File: src/design/rbnh_pkg.sv
// Shared types and constants for the ray/box nearest-hit core.
// Used by ray_box_nearest_hit_core; depends on nothing else.
package rbnh_pkg;

	localparam int DIR_W   = 16;
	localparam int DIR_FRAC = 14;
	localparam int HALF_W  = 15;
	localparam int DIST_W  = 16;
	localparam int COLOR_W = 8;
	localparam int COUNT_W = 4;
	localparam int SLOT_W  = 3;
	localparam int CFG_IDX_W  = 2;
	localparam int CFG_DATA_W = 16;
	localparam int DVS_W   = 16;
	localparam int REM_W   = 17;

	localparam logic [COUNT_W-1:0] COUNT_RST = 4'd0;
	localparam logic [HALF_W-1:0]  HALF_RST  = 15'd128;
	localparam logic [DIST_W-1:0]  DIST_RST  = 16'd25600;

	typedef enum logic {
		OP_WRITE = 1'b0,
		OP_TRACE = 1'b1
	} op_t;

	typedef enum logic [CFG_IDX_W-1:0] {
		REG_BOX_COUNT = 2'd0,
		REG_HALF_SIZE = 2'd1,
		REG_MAX_DIST  = 2'd2,
		REG_UNUSED    = 2'd3
	} cfg_reg_t;

	typedef enum logic [1:0] {
		AX_X = 2'd0,
		AX_Y = 2'd1,
		AX_Z = 2'd2,
		AX_NONE = 2'd3
	} axis_t;

	typedef enum logic [6:0] {
		S_IDLE  = 7'b0000001,
		S_FETCH = 7'b0000010,
		S_AXIS  = 7'b0000100,
		S_DIV   = 7'b0001000,
		S_FIX   = 7'b0010000,
		S_EVAL  = 7'b0100000,
		S_DONE  = 7'b1000000
	} state_t;

endpackage

File: src/design/ray_box_nearest_hit_core.sv
// Ray/box nearest-hit core: cube table, sequencer and one shared serial divider.
// Depends on rbnh_pkg.
// A write beat leaves busy low. A trace beat keeps busy high while it visits the
// first n = min(box_count, MAX_CUBES) cubes, with two divisions on each axis whose
// direction is nonzero; an axis with a zero direction skips the divider. The serial
// divider gives one quotient bit per cycle. The result strobe follows and the
// receiver cannot stall it.
// arst_n clears control state and configuration; the cube table is not cleared.
module ray_box_nearest_hit_core #(
	parameter int MAX_CUBES  = 8,
	parameter int COORD_BITS = 16
) (
	input  logic clk,
	input  logic arst_n,
	input  logic start,
	output logic busy,
	input  logic operation,
	input  logic [rbnh_pkg::SLOT_W-1:0] entry_index,
	input  logic signed [COORD_BITS-1:0] point_x,
	input  logic signed [COORD_BITS-1:0] point_y,
	input  logic signed [COORD_BITS-1:0] point_z,
	input  logic signed [rbnh_pkg::DIR_W-1:0] dir_x,
	input  logic signed [rbnh_pkg::DIR_W-1:0] dir_y,
	input  logic signed [rbnh_pkg::DIR_W-1:0] dir_z,
	input  logic [rbnh_pkg::COLOR_W-1:0] paint_red,
	input  logic [rbnh_pkg::COLOR_W-1:0] paint_green,
	input  logic [rbnh_pkg::COLOR_W-1:0] paint_blue,
	input  logic cfg_valid,
	output logic cfg_ready,
	input  logic [rbnh_pkg::CFG_IDX_W-1:0] cfg_index,
	input  logic [rbnh_pkg::CFG_DATA_W-1:0] cfg_data,
	output logic result_valid,
	output logic hit,
	output logic [rbnh_pkg::SLOT_W-1:0] hit_index,
	output logic [rbnh_pkg::DIST_W-1:0] hit_distance,
	output logic [rbnh_pkg::COLOR_W-1:0] shade_red,
	output logic [rbnh_pkg::COLOR_W-1:0] shade_green,
	output logic [rbnh_pkg::COLOR_W-1:0] shade_blue
);

	localparam int IDX_W  = (MAX_CUBES > 1) ? $clog2(MAX_CUBES) : 1;
	localparam int CNT_W  = (IDX_W + 1 > rbnh_pkg::COUNT_W) ? IDX_W + 1 : rbnh_pkg::COUNT_W;
	localparam int NUM_W  = ((COORD_BITS + 1 > rbnh_pkg::DIST_W) ?
		COORD_BITS + 1 : rbnh_pkg::DIST_W) + 1;
	localparam int DVD_W  = NUM_W + rbnh_pkg::DIR_FRAC;
	localparam int T_W    = DVD_W + 1;
	localparam int STEP_W = $clog2(DVD_W + 1);
	localparam int CTR_W  = 3 * COORD_BITS;
	localparam int COL_W  = 3 * rbnh_pkg::COLOR_W;

	rbnh_pkg::state_t state_q;

	logic [rbnh_pkg::COUNT_W-1:0] box_count_q;
	logic [rbnh_pkg::HALF_W-1:0]  half_q;
	logic [rbnh_pkg::DIST_W-1:0]  max_dist_q;

	logic [CTR_W-1:0] ctr_mem [MAX_CUBES];
	logic [COL_W-1:0] col_mem [MAX_CUBES];
	logic [CTR_W-1:0] rd_ctr_q;
	logic [COL_W-1:0] rd_col_q;

	logic signed [COORD_BITS-1:0] org_q [3];
	logic signed [rbnh_pkg::DIR_W-1:0] dir_q [3];

	logic [CNT_W-1:0] cnt_q;
	logic [CNT_W-1:0] n_q;
	logic [1:0] ax_q;
	logic sel_q;
	logic have_q;
	logic signed [T_W-1:0] lo_q;
	logic signed [T_W-1:0] tn_q;
	logic signed [T_W-1:0] tf_q;
	logic signed [NUM_W-1:0] num_hi_q;

	logic [DVD_W-1:0] dvd_q;
	logic [rbnh_pkg::DVS_W-1:0] dvs_q;
	logic [rbnh_pkg::REM_W-1:0] rem_q;
	logic [STEP_W-1:0] step_q;
	logic neg_q;

	logic [rbnh_pkg::DIST_W-1:0] best_q;
	logic best_hit_q;
	logic [IDX_W-1:0] best_idx_q;
	logic [COL_W-1:0] best_col_q;

	logic res_valid_q;
	logic res_hit_q;
	logic [rbnh_pkg::SLOT_W-1:0] res_idx_q;
	logic [rbnh_pkg::DIST_W-1:0] res_dist_q;
	logic [COL_W-1:0] res_col_q;

	logic accept;
	logic [CNT_W-1:0] wr_slot;
	logic [CNT_W-1:0] n_eff;
	logic signed [COORD_BITS-1:0] p_ax;
	logic signed [COORD_BITS-1:0] c_ax;
	logic signed [rbnh_pkg::DIR_W-1:0] d_ax;
	logic signed [NUM_W-1:0] o_ax;
	logic signed [NUM_W-1:0] h_s;
	logic signed [NUM_W-1:0] num_lo;
	logic signed [NUM_W-1:0] num_hi;
	logic par_pass;
	logic [NUM_W-1:0] lo_mag;
	logic [NUM_W-1:0] hi_mag;
	logic [rbnh_pkg::DIR_W-1:0] d_neg;
	logic [rbnh_pkg::REM_W-1:0] trial;
	logic trial_ge;
	logic signed [T_W-1:0] q_val;
	logic signed [T_W-1:0] t_val;
	logic signed [T_W-1:0] tn_new;
	logic signed [T_W-1:0] tf_new;
	logic signed [T_W-1:0] best_ext;
	logic cube_ok;

	assign accept    = start && !busy;
	assign busy      = (state_q != rbnh_pkg::S_IDLE);
	assign cfg_ready = 1'b1;
	assign wr_slot   = CNT_W'(entry_index);
	assign n_eff     = (CNT_W'(box_count_q) > CNT_W'(MAX_CUBES)) ?
		CNT_W'(MAX_CUBES) : CNT_W'(box_count_q);

	always_comb begin
		case (ax_q)
			rbnh_pkg::AX_X: begin
				p_ax = org_q[0];
				c_ax = rd_ctr_q[0 +: COORD_BITS];
				d_ax = dir_q[0];
			end
			rbnh_pkg::AX_Y: begin
				p_ax = org_q[1];
				c_ax = rd_ctr_q[COORD_BITS +: COORD_BITS];
				d_ax = dir_q[1];
			end
			default: begin
				p_ax = org_q[2];
				c_ax = rd_ctr_q[2*COORD_BITS +: COORD_BITS];
				d_ax = dir_q[2];
			end
		endcase
	end

	always_comb begin
		o_ax     = NUM_W'(p_ax) - NUM_W'(c_ax);
		h_s      = signed'(NUM_W'(half_q));
		par_pass = (o_ax >= -h_s) && (o_ax <= h_s);
		num_lo   = d_ax[rbnh_pkg::DIR_W-1] ? (h_s - o_ax) : (-o_ax - h_s);
		num_hi   = d_ax[rbnh_pkg::DIR_W-1] ? (-o_ax - h_s) : (h_s - o_ax);
		lo_mag   = num_lo[NUM_W-1] ? NUM_W'(-num_lo) : NUM_W'(num_lo);
		hi_mag   = num_hi_q[NUM_W-1] ? NUM_W'(-num_hi_q) : NUM_W'(num_hi_q);
		d_neg    = d_ax[rbnh_pkg::DIR_W-1] ? rbnh_pkg::DIR_W'(-d_ax) : rbnh_pkg::DIR_W'(d_ax);
	end

	always_comb begin
		trial    = {rem_q[rbnh_pkg::DVS_W-1:0], dvd_q[DVD_W-1]};
		trial_ge = (trial >= {1'b0, dvs_q});
		q_val    = signed'(T_W'(dvd_q));
		t_val    = neg_q ? ((rem_q != '0) ? ~q_val : -q_val) : q_val;
		tn_new   = (!have_q || (lo_q > tn_q)) ? lo_q : tn_q;
		tf_new   = (!have_q || (t_val < tf_q)) ? t_val : tf_q;
		best_ext = signed'(T_W'(best_q));
		cube_ok  = have_q && !(tn_q > tf_q) && !(tf_q < 0) && (tn_q > 0) && (tn_q < best_ext);
	end

	always_ff @(posedge clk or negedge arst_n) begin
		if (!arst_n) begin
			box_count_q <= rbnh_pkg::COUNT_RST;
			half_q      <= rbnh_pkg::HALF_RST;
			max_dist_q  <= rbnh_pkg::DIST_RST;
		end else if (cfg_valid && cfg_ready) begin
			case (cfg_index)
				rbnh_pkg::REG_BOX_COUNT: box_count_q <= cfg_data[rbnh_pkg::COUNT_W-1:0];
				rbnh_pkg::REG_HALF_SIZE: half_q <= cfg_data[rbnh_pkg::HALF_W-1:0];
				rbnh_pkg::REG_MAX_DIST:  max_dist_q <= cfg_data;
				default: ;
			endcase
		end
	end

	always_ff @(posedge clk) begin
		if (accept && (operation == rbnh_pkg::OP_WRITE) && (wr_slot < CNT_W'(MAX_CUBES))) begin
			ctr_mem[wr_slot[IDX_W-1:0]] <= {point_z, point_y, point_x};
			col_mem[wr_slot[IDX_W-1:0]] <= {paint_blue, paint_green, paint_red};
		end
		if (state_q == rbnh_pkg::S_FETCH) begin
			rd_ctr_q <= ctr_mem[cnt_q[IDX_W-1:0]];
			rd_col_q <= col_mem[cnt_q[IDX_W-1:0]];
		end
	end

	always_ff @(posedge clk or negedge arst_n) begin
		if (!arst_n) begin
			state_q     <= rbnh_pkg::S_IDLE;
			res_valid_q <= 1'b0;
			cnt_q       <= '0;
			n_q         <= '0;
			ax_q        <= rbnh_pkg::AX_X;
			sel_q       <= 1'b0;
			have_q      <= 1'b0;
			step_q      <= '0;
			best_hit_q  <= 1'b0;
		end else begin
			res_valid_q <= 1'b0;
			case (state_q)
				rbnh_pkg::S_IDLE: begin
					if (accept && (operation == rbnh_pkg::OP_TRACE)) begin
						org_q[0]   <= point_x;
						org_q[1]   <= point_y;
						org_q[2]   <= point_z;
						dir_q[0]   <= dir_x;
						dir_q[1]   <= dir_y;
						dir_q[2]   <= dir_z;
						best_q     <= max_dist_q;
						best_hit_q <= 1'b0;
						best_idx_q <= '0;
						cnt_q      <= '0;
						n_q        <= n_eff;
						state_q    <= (n_eff == '0) ? rbnh_pkg::S_DONE : rbnh_pkg::S_FETCH;
					end
				end
				rbnh_pkg::S_FETCH: begin
					ax_q    <= rbnh_pkg::AX_X;
					have_q  <= 1'b0;
					state_q <= rbnh_pkg::S_AXIS;
				end
				rbnh_pkg::S_AXIS: begin
					if (d_ax == '0) begin
						if (!par_pass) begin
							state_q <= rbnh_pkg::S_EVAL;
							have_q  <= 1'b0;
							ax_q    <= rbnh_pkg::AX_X;
						end else if (ax_q == rbnh_pkg::AX_Z) begin
							state_q <= rbnh_pkg::S_EVAL;
						end else begin
							ax_q <= ax_q + 2'd1;
						end
					end else begin
						dvd_q    <= {lo_mag, rbnh_pkg::DIR_FRAC'(0)};
						dvs_q    <= d_neg[rbnh_pkg::DVS_W-1:0];
						neg_q    <= num_lo[NUM_W-1] ^ d_ax[rbnh_pkg::DIR_W-1];
						num_hi_q <= num_hi;
						rem_q    <= '0;
						step_q   <= '0;
						sel_q    <= 1'b0;
						state_q  <= rbnh_pkg::S_DIV;
					end
				end
				rbnh_pkg::S_DIV: begin
					rem_q  <= trial_ge ? (trial - {1'b0, dvs_q}) : trial;
					dvd_q  <= {dvd_q[DVD_W-2:0], trial_ge};
					step_q <= step_q + 1'b1;
					if (step_q == STEP_W'(DVD_W - 1)) begin
						state_q <= rbnh_pkg::S_FIX;
					end
				end
				rbnh_pkg::S_FIX: begin
					if (!sel_q) begin
						lo_q    <= t_val;
						dvd_q   <= {hi_mag, rbnh_pkg::DIR_FRAC'(0)};
						neg_q   <= num_hi_q[NUM_W-1] ^ d_ax[rbnh_pkg::DIR_W-1];
						rem_q   <= '0;
						step_q  <= '0;
						sel_q   <= 1'b1;
						state_q <= rbnh_pkg::S_DIV;
					end else begin
						tn_q   <= tn_new;
						tf_q   <= tf_new;
						have_q <= 1'b1;
						if (ax_q == rbnh_pkg::AX_Z) begin
							state_q <= rbnh_pkg::S_EVAL;
						end else begin
							ax_q    <= ax_q + 2'd1;
							state_q <= rbnh_pkg::S_AXIS;
						end
					end
				end
				rbnh_pkg::S_EVAL: begin
					if (cube_ok) begin
						best_q     <= tn_q[rbnh_pkg::DIST_W-1:0];
						best_hit_q <= 1'b1;
						best_idx_q <= cnt_q[IDX_W-1:0];
						best_col_q <= rd_col_q;
					end
					if (cnt_q + 1'b1 >= n_q) begin
						state_q <= rbnh_pkg::S_DONE;
					end else begin
						cnt_q   <= cnt_q + 1'b1;
						state_q <= rbnh_pkg::S_FETCH;
					end
				end
				rbnh_pkg::S_DONE: begin
					res_valid_q <= 1'b1;
					res_hit_q   <= best_hit_q;
					res_idx_q   <= best_hit_q ? rbnh_pkg::SLOT_W'(best_idx_q) : '0;
					res_dist_q  <= best_q;
					res_col_q   <= best_hit_q ? best_col_q : '0;
					state_q     <= rbnh_pkg::S_IDLE;
				end
				default: state_q <= rbnh_pkg::S_IDLE;
			endcase
		end
	end

	assign result_valid = res_valid_q;
	assign hit          = res_hit_q;
	assign hit_index    = res_idx_q;
	assign hit_distance = res_dist_q;
	assign shade_red    = res_col_q[0 +: rbnh_pkg::COLOR_W];
	assign shade_green  = res_col_q[rbnh_pkg::COLOR_W +: rbnh_pkg::COLOR_W];
	assign shade_blue   = res_col_q[2*rbnh_pkg::COLOR_W +: rbnh_pkg::COLOR_W];

	a_strobe_single: assert property (@(posedge clk) disable iff (!arst_n)
		result_valid |=> !result_valid)
		else $error("result strobe lasted more than one cycle");

	a_miss_clean: assert property (@(posedge clk) disable iff (!arst_n)
		(result_valid && !hit) |-> (hit_index == '0 && shade_red == '0 &&
		shade_green == '0 && shade_blue == '0))
		else $error("miss result carries slot or color");

	a_trace_busy: assert property (@(posedge clk) disable iff (!arst_n)
		(start && !busy && operation == rbnh_pkg::OP_TRACE) |=> busy)
		else $error("trace beat did not make the core busy");

	a_write_idle: assert property (@(posedge clk) disable iff (!arst_n)
		(start && !busy && operation == rbnh_pkg::OP_WRITE) |=> (!busy && !result_valid))
		else $error("write beat started work or gave a result");

endmodule

File: config.mk
export PLATFORM = sky130hd
export DESIGN_NAME = ray_box_nearest_hit_core
export DESIGN_NICKNAME = d
export VERILOG_FILES = /design/src/design/rbnh_pkg.sv /design/src/design/ray_box_nearest_hit_core.sv
export SDC_FILE = /design/constraint.sdc
export NUM_CORES = 1
export LEC_CHECK = 0
export BUFFER_PORTS_ARGS = -buffer_cell sky130_fd_sc_hd__buf_2
export CAP_MARGIN = 30
export CORE_MARGIN = 2
export CORE_UTILIZATION = 42
export CTS_CLUSTER_SIZE = 24
export DETAILED_ROUTE_END_ITERATION = 7
export GPL_TIMING_DRIVEN = 0
export PLACE_DENSITY = 0.62
export SYNTH_ARGS = -nofsm -noshare
export SYNTH_HDL_FRONTEND = slang
export SYNTH_SLANG_ARGS = --single-unit
File: constraint.sdc
create_clock -name clk -period 12.1 [get_ports clk]
set_input_delay 1.21 -clock clk [delete_from_list [all_inputs] [get_ports clk]]
set_output_delay 1.21 -clock clk [all_outputs]
set_load 0.005 [all_outputs]
# Word-level counts from Yosys, hierarchy flattened
# Memories as Yosys holds them, arrays and structs flattened. A register that Yosys moved wholly into a read port is not among the register bits.
# Index checks and enable logic that the tools add are counted.
# word_totals
regBits	332
ramBits	672
inputBits	146
elab_cells	194
mem_count	4
# op_classes
add_sub_neg	13
order_cmp	12
n_eq_ne	23
n_mux	63
bitwise_logic	6
reduce_logical	45
# mem_list
name	depth	width	rd	rd_clocked_by_memory_dff	write_ports	line	source
ctr_mem	8	48	1	1	1	ray_box_nearest_hit_core.sv:57	logic [CTR_W-1:0] ctr_mem [MAX_CUBES];
col_mem	8	24	1	1	1	ray_box_nearest_hit_core.sv:58	logic [COL_W-1:0] col_mem [MAX_CUBES];
dir_q	3	16	3	0	3	ray_box_nearest_hit_core.sv:63	logic signed [rbnh_pkg::DIR_W-1:0] dir_q [3];
org_q	3	16	3	0	3	ray_box_nearest_hit_core.sv:62	logic signed [COORD_BITS-1:0] org_q [3];
# op_table
cell	n
case mux 16 bit (2 select lines)	4
case mux 32 bit (3 select lines)	1
2-to-1 mux 18 bit	4
greater-than comparator 33 bit	2
2-to-1 mux 33 bit	2
2-to-1 mux 32 bit	2
2-to-1 mux 17 bit	3
case mux 17 bit (3 select lines)	1
2-to-1 mux 7 bit	7
case mux 7 bit (6 select lines)	1
negation 18 bit	2
greater-than comparator 33 x 1 -> 1 bit, second input constant	1
less-than comparator 33 x 1 -> 1 bit, second input constant	1
less-than comparator 33 x 17 -> 1 bit	1
less-than comparator 33 bit	1
negation 32 -> 33 bit	1
NOT 32 -> 33 bit	1
2-to-1 mux 16 bit	2
2-to-1 mux 6 bit	4
AND reduction 3 bit	8
AND reduction 4 bit	6
greater-or-equal comparator 17 x 18 -> 1 bit	1
!= test 2 bit, second input constant	9
negation 15 -> 18 bit	1
49 further kinds	96

# Depth between registers and ports, before layout
# Gate-level depths: netlist (run 1).
# logic_depth
ltp_word	10
ltp_mapped	32
depth_no_buf	28

# Worst setup path before layout (run 1)
# Ideal clock, no wire load.
# synth_timing
path_type	reg-to-reg
start	register state_q[6]
end	register state_q[6]
setup_ns	0.078
t_arrival_ns	9.121
setup_slack_ns	2.901
path_stages_with_launch	7
n_path_buf	0
period_less_slack_ns	9.199
cell_sequence	dfrtp_1 nor4_1 nor4bb_1 nor3_1 a22oi_1 o221ai_1 a21oi_1
# synth_between
elab_chain_len	6
word_cells_on_any_way	15
classes_between	eq/ne (10); mux (1); reduce/logical (4)
# synth_rtl
item	line	source
start: declaration	ray_box_nearest_hit_core.sv:51	rbnh_pkg::state_t state_q;
start signal: assignment	ray_box_nearest_hit_core.sv:192	state_q <= rbnh_pkg::S_IDLE;
start signal: assignment	ray_box_nearest_hit_core.sv:217	state_q <= (n_eff == '0) ? rbnh_pkg::S_DONE : rbnh_pkg::S_FETCH;
start signal: assignment	ray_box_nearest_hit_core.sv:223	state_q <= rbnh_pkg::S_AXIS;
!= test 7 x 1 -> 1 bit	ray_box_nearest_hit_core.sv:116	assign busy = (state_q != rbnh_pkg::S_IDLE);
logical NOT 1 bit	ray_box_nearest_hit_core.sv:115	assign accept = start && !busy;
logical AND 1 bit	ray_box_nearest_hit_core.sv:115	
logical AND 1 bit	ray_box_nearest_hit_core.sv:205	if (accept && (operation == rbnh_pkg::OP_TRACE)) begin
!= test 2 bit (no source line)	--	
AND reduction 3 bit (no source line)	--	
# Several ways; a longest one is shown, not always the timed one.
# A chain may end at the register's enable or synchronous reset.

# Worst setup path in the final report (run 1)
# layout_timing
start	register ax_q[0]
end	register dvd_q[30] (data pin)
# layout_between
elab_chain_len	10
word_cells_on_any_way	14
classes_between	add/sub (5); eq/ne (1); mux (7); reduce/logical (1)
# layout_rtl
item	line	source
start: declaration	ray_box_nearest_hit_core.sv:67	logic [1:0] ax_q;
start signal: assignment	ray_box_nearest_hit_core.sv:196	ax_q <= rbnh_pkg::AX_X;
start signal: assignment	ray_box_nearest_hit_core.sv:221	ax_q <= rbnh_pkg::AX_X;
start signal: assignment	ray_box_nearest_hit_core.sv:230	ax_q <= rbnh_pkg::AX_X;
equality test 2 x 1 -> 1 bit or logical NOT 2 bit (tied branches)	ray_box_nearest_hit_core.sv:123	case (ax_q)
case mux 16 bit (2 select lines)	ray_box_nearest_hit_core.sv:123	
subtractor 16 x 16 -> 17 bit	ray_box_nearest_hit_core.sv:143	o_ax = NUM_W'(p_ax) - NUM_W'(c_ax);
negation 17 -> 18 bit	ray_box_nearest_hit_core.sv:146	num_lo = d_ax[rbnh_pkg::DIR_W-1] ? (h_s - o_ax) : (-o_ax - h_s);
subtractor 18 x 16 -> 18 bit	ray_box_nearest_hit_core.sv:146	
2-to-1 mux 18 bit (*)	ray_box_nearest_hit_core.sv:146	
negation 18 bit	ray_box_nearest_hit_core.sv:148	lo_mag = num_lo[NUM_W-1] ? NUM_W'(-num_lo) : NUM_W'(num_lo);
2-to-1 mux 18 bit (*)	ray_box_nearest_hit_core.sv:148	
2-to-1 mux 32 bit (*)	ray_box_nearest_hit_core.sv:226	if (d_ax == '0) begin
case mux 32 bit (3 select lines) (*)	ray_box_nearest_hit_core.sv:203	case (state_q)
end signal: assignment	ray_box_nearest_hit_core.sv:237	dvd_q <= {lo_mag, rbnh_pkg::DIR_FRAC'(0)};
end signal: assignment	ray_box_nearest_hit_core.sv:249	dvd_q <= {dvd_q[DVD_W-2:0], trial_ge};
end signal: assignment	ray_box_nearest_hit_core.sv:258	dvd_q <= {hi_mag, rbnh_pkg::DIR_FRAC'(0)};
end: declaration	ray_box_nearest_hit_core.sv:75	logic [DVD_W-1:0] dvd_q;
# Every way passes the cells marked *; elsewhere a longest branch is shown, timed or not. The select of a mux whose other input is x is not followed.

==> metrics, run 1 <==
internal power just over 9 mW; ANT nets after route 0; Post-synth ARST share 0.05762; Layout Skew slightly above 0.06 ns; die width 342.7 um; Hold WS between 0.4 and 0.5 ns; via/cell ratio 5.384; Yosys top cell area share 0.6320; # DRC 0; slowest CP cell clkbuf_1; clk buf depth 3; cts bufs inserted ~110; DR WL/cell between 20 and 25 um; IO buf count between 150 and 200; most used flip-flop cell after synthesis edfxtp_1; number of clock sinks roughly 1.1k; # hold bufs at CTS 0; pwr dens around 260 mW/mm2; via count ~27k; Netlist cell types roughly 90; clock power share 0.230; final setup violating endpoints 0; CP Capture Type flip-flop; Initial Util 0.4225; Area Growth Syn to Fin 16.39%; Seq pwr share 0.309; pin count of the biggest net entering global routing 69; RePlAce Congestion roughly 0.9; Crit path top cell by count ha_1; Worst Max-Slew Pin Slew 1.031 ns; Achievable Freq 118.4 MHz; #FFs+latches synth 1076; Post-Layout Cell Count ~5k; Hold Violations, Final 0; crit path kind flip-flop to flip-flop; overflow left after global routing 0; mux contribution to synthesized area 0.09673; # H-tree levels 3; fill count 9597; die span in y 342.7 um; fin crit period approximately 8.4 ns; Psw 5.679 mW; Adder-Cell Fraction of Synth Area 0.05695; IO Pins between 150 and 200; # Max-Cap Violations 0; share of cells above drive strength 1 0.2111; Max VDD drop roughly 0.25 mV; Post-Syn Instances 3078; CTS tree yes; initial antenna violation count 30; Synth Area in Simple Gates 0.06422; synth top area cells edfxtp_1, mux4_2, ha_1; RSZ-0062 raised after global routing false; Comb power frac 0.461; first-pass GRT wire length 174.6 mm; row cnt 124; GRT Util Overall 0.1989; largest area contributor in the netlist edfxtp_1; main combinational cell family by area after synthesis multiplexers; Post-Syn Area per Cell 15.65 um2; switch share 0.3822; Core Box Area ~0.11 mm2; detailed placement HPWL around 86 mm; Slew Viols, Final 0; Worst-Skew Late Latency ~0.72 ns; period utilisation layout 0.6981; Setup TNS 0 ns; number of gates resized after cts 0; Worst-path clk slew ~0.06 ns; Min-Delay Path Class flip-flop to flip-flop; Clk Tree Root Cell clkbuf_16; worst path arrival time 8.86 ns; final WL approximately 120 mm; CP max FO 10; # nets final between 3k and 4k; worst rel slew slack 0.3130; number of global-route vias before repair around 28k; P_leak 19.87 nW; Synth Area in XOR/XNOR 0.02727; mapped cell area a little under 0.05 mm2; Iteration-0 DRC Markers about 2.1k; Placed Cells 4868; sequential-to-total area share from yosys stat 0.6643; YS warnings 0; number of flops mapped to enable cells by yosys roughly 1.0k; Synthesized Nets 3440; post-synthesis compound-gate area fraction 0.06897; drt first pass iters 7; CP startpoint kind flip-flop; Post-CTS Setup Inserts 0; Die ar. about 0.12 mm2; outcome finished, final reports clean; worst endpoint required time between 10 and 15 ns; Slowest Stage Delay on Critical Path slightly below 0.8 ns
[layer usage]
layer	track usage	wire (um)
met5	0	147
met3	0.03662	6651
met1	0.2579	48300
met2	0.3317	57310
met4	0.07822	4272
[power groups by stage]
| stage | clock, mW | combinational (mW) | sequential [mW] |
|---|---|---|---|
| 2_1_floorplan | 0 | 5.07 | 4.65 |
| 3_3_place_gp | 0 | 6.65 | 4.70 |
| 3_5_place_dp | 0 | 6.78 | 4.67 |
| 4_1_cts | 3.50 | 6.81 | 4.59 |
| 5_1_grt | 3.64 | 7.65 | 4.60 |
| 6_report | 3.42 | 6.85 | 4.59 |
[placed cells by master (no fill, tap or decap), types with 27 or more instances in the layout]
cell,Yosys,layout
nor2b_1,31,31
buf_2,2,194
clkbuf_16,0,116
ha_1,212,212
inv_1,178,178
o21ai_0,110,110
nand4_1,35,35
clkbuf_1,72,89
nand2b_1,29,29
a22oi_1,31,31
a21o_1,54,54
nor3_1,39,37
edfxtp_1,1014,1014
nand3_1,27,27
a22o_1,35,35
a21oi_1,118,118
buf_6,0,40
xnor2_1,111,111
mux4_2,144,144
nand2_1,152,152
dfrtp_1,57,57
mux2_2,109,109
xor2_1,32,32
and2_1,51,50
nor2_1,107,103
[worst max-delay path: cells and delay by family, from the launching register on]
kind            cells  cell delay, ns
fa+ha+maj           3            1.01
xor+xnor            2            0.57
flops               1            0.39
compound gates     12            2.80
buf+inv             5            1.99
simple gates        7            1.40
[layout make-up]
cell class / count / area [um2] / area share
Clock inverter: 67 / 683.2 / 0.01218
Inverter: 178 / 668.1 / 0.01191
Clock buffer: 135 / 2994 / 0.05339
Multi-Input combinational cell: 1728 / 15250 / 0.2720
Sequential cell: 1076 / 32010 / 0.5708
Antenna cell: 14 / 35.03 / 0.0006247
Timing Repair Buffer: 283 / 2177 / 0.03882
Buffer: 96 / 366.6 / 0.006537
Tap cell: 1512 / 1892 / 0.03374
[flip-flops by register name, summed over array words and instances (netlist names), 24 cells and up]
name	cells
ctr_mem	384
best_col_q	24
rd_col_q	24
res_col_q	24
rd_ctr_q	48
tf_q	33
dir_q	48
lo_q	33
col_mem	192
dvd_q	32
org_q	48
tn_q	33
[stage by stage]
step / total power, mW / util / cell area, um2 / setup slack (ns)
after global routing: 15.89 / 0.4916 / 56060 / 3.130
after CTS: 14.89 / 0.4908 / 55970 / 3.690
after global placement: 11.36 / 0.4475 / 51030 / -5.142
after detailed placement: 11.44 / 0.4585 / 52290 / 3.706
after floorplan: 9.724 / - / 48180 / 2.901
final: 14.86 / 0.4918 / 56080 / 3.653
[Yosys cell counts, types with 5 or more instances]
| library cell | count |
|---|---|
| edfxtp_1 | 1014 |
| ha_1 | 212 |
| inv_1 | 178 |
| nand2_1 | 152 |
| mux4_2 | 144 |
| a21oi_1 | 118 |
| xnor2_1 | 111 |
| o21ai_0 | 110 |
| mux2_2 | 109 |
| nor2_1 | 107 |
| clkbuf_1 | 72 |
| dfrtp_1 | 57 |
| a21o_1 | 54 |
| and2_1 | 51 |
| nor3_1 | 39 |
| a22o_1 | 35 |
| nand4_1 | 35 |
| xor2_1 | 32 |
| a22oi_1 | 31 |
| nor2b_1 | 31 |
| nand2b_1 | 29 |
| nand3_1 | 27 |
| nor4_1 | 24 |
| buf_1 | 21 |
| o21ai_1 | 21 |
| o31ai_1 | 20 |
| mux2i_1 | 19 |
| and3_1 | 18 |
| o21a_1 | 16 |
| or4_1 | 12 |
| a31oi_1 | 11 |
| nor3b_1 | 11 |
| or2_2 | 11 |
| a211oi_1 | 10 |
| o41ai_1 | 10 |
| or3_1 | 10 |
| nand3b_1 | 8 |
| o21bai_1 | 8 |
| a221oi_1 | 6 |
| dfstp_2 | 5 |
| o211ai_1 | 5 |
| o221ai_1 | 5 |
| o31a_1 | 5 |
[path summary, 6_finish.rpt]
check	slack (ns)	start	cells after the start	end
setup / recovery	3.65	ax_q[0]	29	dvd_q[30]
hold / removal	0.42	rd_col_q[1]	0	best_col_q[1]
setup reg to reg	3.65	ax_q[0]	29	dvd_q[30]
hold reg to reg	0.42	rd_col_q[1]	0	best_col_q[1]
max in group asynchronous	10.87	arst_n	1	have_q
min in group asynchronous	0.61	arst_n	1	max_dist_q[2]
[cells by family (layout without fill, tap and decap cells)]
kind of cell,after synthesis,count (layout)
other,1,15
and+or+nand+nor,589,589
adders and majority gates,217,217
muxes,272,272
buffers and inverters,274,759
DFF,1076,1076
xor gates and xnor gates,146,146
AOI/OAI and AO/OA,503,503
(Power assumes the default switching activity.)
==> run 2: changes to the inputs <==
clock period = 8.2 ns   (was 12.1 ns; I/O delays follow)
==> run 2 against run 1 <==
Compared with the run above:
- first-iteration DRC count fell by 9.1%
- critical path depth down 3
- non-clock buffer count shrank 11
- core utilization decreased by 0.078 points
- register-to-register slack worse by 3.1 ns
- flip-flop and latch count unchanged
- fmax is 10% higher
- clock power is 46% higher
- sequential power increased by 47%
- worst setup slack got worse by 3.1 ns
- largest cell class unchanged
==> metrics, run 2 (synthesized netlist as in run 1, its figures left out) <==
# hold bufs at CTS 0; GRT Util Overall 0.1950; outcome finished, final reports clean; ANT nets after route 0; most frequent cells in the layout edfxtp_1, ha_1, buf_2; RSZ-0062 raised after global routing false; Clk Tree Root Cell clkbuf_16; Initial Util 0.4225; pwr dens ~390 mW/mm2; row cnt roughly 120; Hold Violations, Final 0; IO buf count ~190; Worst Max-Slew Pin Slew 1.012 ns; P_leak approximately 20 nW; final WL roughly 110 mm; die width 342.7 um; period utilisation layout 0.9351; Final Cell Area between 0.05 and 0.06 mm2; slowest CP cell a221oi_4; worst path arrival time between 8 and 9 ns; RePlAce Congestion 0.8719; worst rel slew slack 0.3253; CP Capture Type flip-flop; pin count of the biggest net entering global routing a little under 70; Min-Delay Path Class primary input to async pin; # Max-Cap Violations 0; final setup violating endpoints 0; CP startpoint kind flip-flop; # DRC 0; Worst-path clk slew 0.06 ns; Max VDD drop between 0.4 and 0.5 mV; # nets final between 3k and 4k; Slew Viols, Final 0; number of clock sinks about 1.1k; IO Pins 193; first-pass GRT wire length between 150 and 200 mm; DR WL/cell roughly 23 um; CTS tree yes; overflow left after global routing 0; Iteration-0 DRC Markers a little under 2k; detailed placement HPWL roughly 84 mm; R2R setup slack between 0.5 and 0.6 ns; cts bufs inserted between 100 and 150; clk buf depth 3; die span in y 342.7 um; fin crit period 7.668 ns; Hold WS about 0.23 ns; drt first pass iters 5; crit path kind flip-flop to flip-flop; share of cells above drive strength 1 0.2142; Largest register FFs 384; via/cell ratio between 5 and 6; # H-tree levels 3; initial antenna violation count 24; Achievable Freq 130.4 MHz; number of global-route vias before repair 27.72k; Worst-Skew Late Latency 0.72 ns; CP max FO 10; dpl cell area 0.05224 mm2; Slowest Stage Delay on Critical Path between 0.4 and 0.5 ns; most common cell after layout, fill and taps aside edfxtp_1; Die ar. about 0.12 mm2; via count about 27k; Placed Cells between 4k and 5k; Layout Skew between 0.04 and 0.05 ns; Core Box Area between 0.1 and 0.15 mm2; worst endpoint required time 8.64 ns; Area Growth Syn to Fin 16.20%; Post-Layout Cell Count roughly 5.1k
==> run 2: changes by cell type in the layout (fill, tap and decap cells not counted), sizes merged, moves of 2 or more <==
cell,before,now
buf,307,293
bufinv,11,9
clkbuf,207,220
clkinv,50,53
diode,14,2
inv,181,179
==> run 2: worst paths after layout <==
check                      cells past startpoint        start             to
max                                           26      ax_q[0]      dvd_q[15]
max reg2reg                                   26      ax_q[0]      dvd_q[15]
min                                            1       arst_n  max_dist_q[2]
min reg2reg                                    0  rd_col_q[5]  best_col_q[5]
min in group clk                               1     dir_x[6]    dir_q[0][6]
max in group asynchronous                      1       arst_n       cnt_q[2]
==> run 2: layout make-up <==
class | instances | area, um2
sequential | 1076 | 32010
inverter | 178 | 668.1
fill | 9570 | 58050
multi-input combinational | 1728 | 15280
clock buffer | 145 | 3029
clock inverter | 67 | 658.1
antenna | 2 | 5.005
buffer | 96 | 382.9
tap | 1512 | 1892
timing repair buffer | 272 | 2062
==> run 2: stage by stage <==
stage                     TNS (ns)  power (mW)    util  worst slack, ns
after floorplan                  0       14.34       -           0.6446
after global routing             0       23.48  0.4909          0.06477
after CTS                        0       21.90  0.4905          0.04390
after global placement    -2152.65       16.72  0.4476           -5.968
after detailed placement  -0.08487       16.83  0.4581         -0.03527
final                            0       21.94  0.4910           0.5323
==> run 2: what timing repair did <==
action / CTS / global route
cloned: 0 / 0
resized for setup: 2 / 22
endpoints found under the hold margin: 0 / 0
setup endpoints to repair: 11 / 21
buffers inserted: 0 / 0
==> run 2: routing by layer <==
| metal | up-vias | wire length, um | share of wire | track usage |
|---|---|---|---|---|
| met2 | 555 | 57300 | 0.50 | 0.3345 |
| li1 | 12737 | - | - | - |
| met3 | 191 | 5893 | 0.051 | 0.03607 |
| met5 | - | 214 | 0.0019 | 0 |
| met4 | 32 | 3159 | 0.028 | 0.06186 |
| met1 | 13681 | 48200 | 0.42 | 0.2506 |
==> run 2: critical path, delay by kind of cell (launching register included) <==
kind / cells / cell delay, ns
DFF: 1 / 0.40
AOI/OAI and AO/OA: 14 / 3.86
and+or+nand+nor: 3 / 0.47
adders and majority gates: 3 / 1.20
buffers and inverters: 6 / 1.42
==> run 2: where the power goes <==
part | total (mW) | switching (mW) | internal, mW | leakage [nW]
logic | 10.2 | 6.18 | 3.98 | 8.17
clock network | 5.01 | 2.12 | 2.90 | 1.80
registers | 6.77 | 0.112 | 6.66 | 9.88
total | 21.9 | 8.41 | 13.5 | 19.9
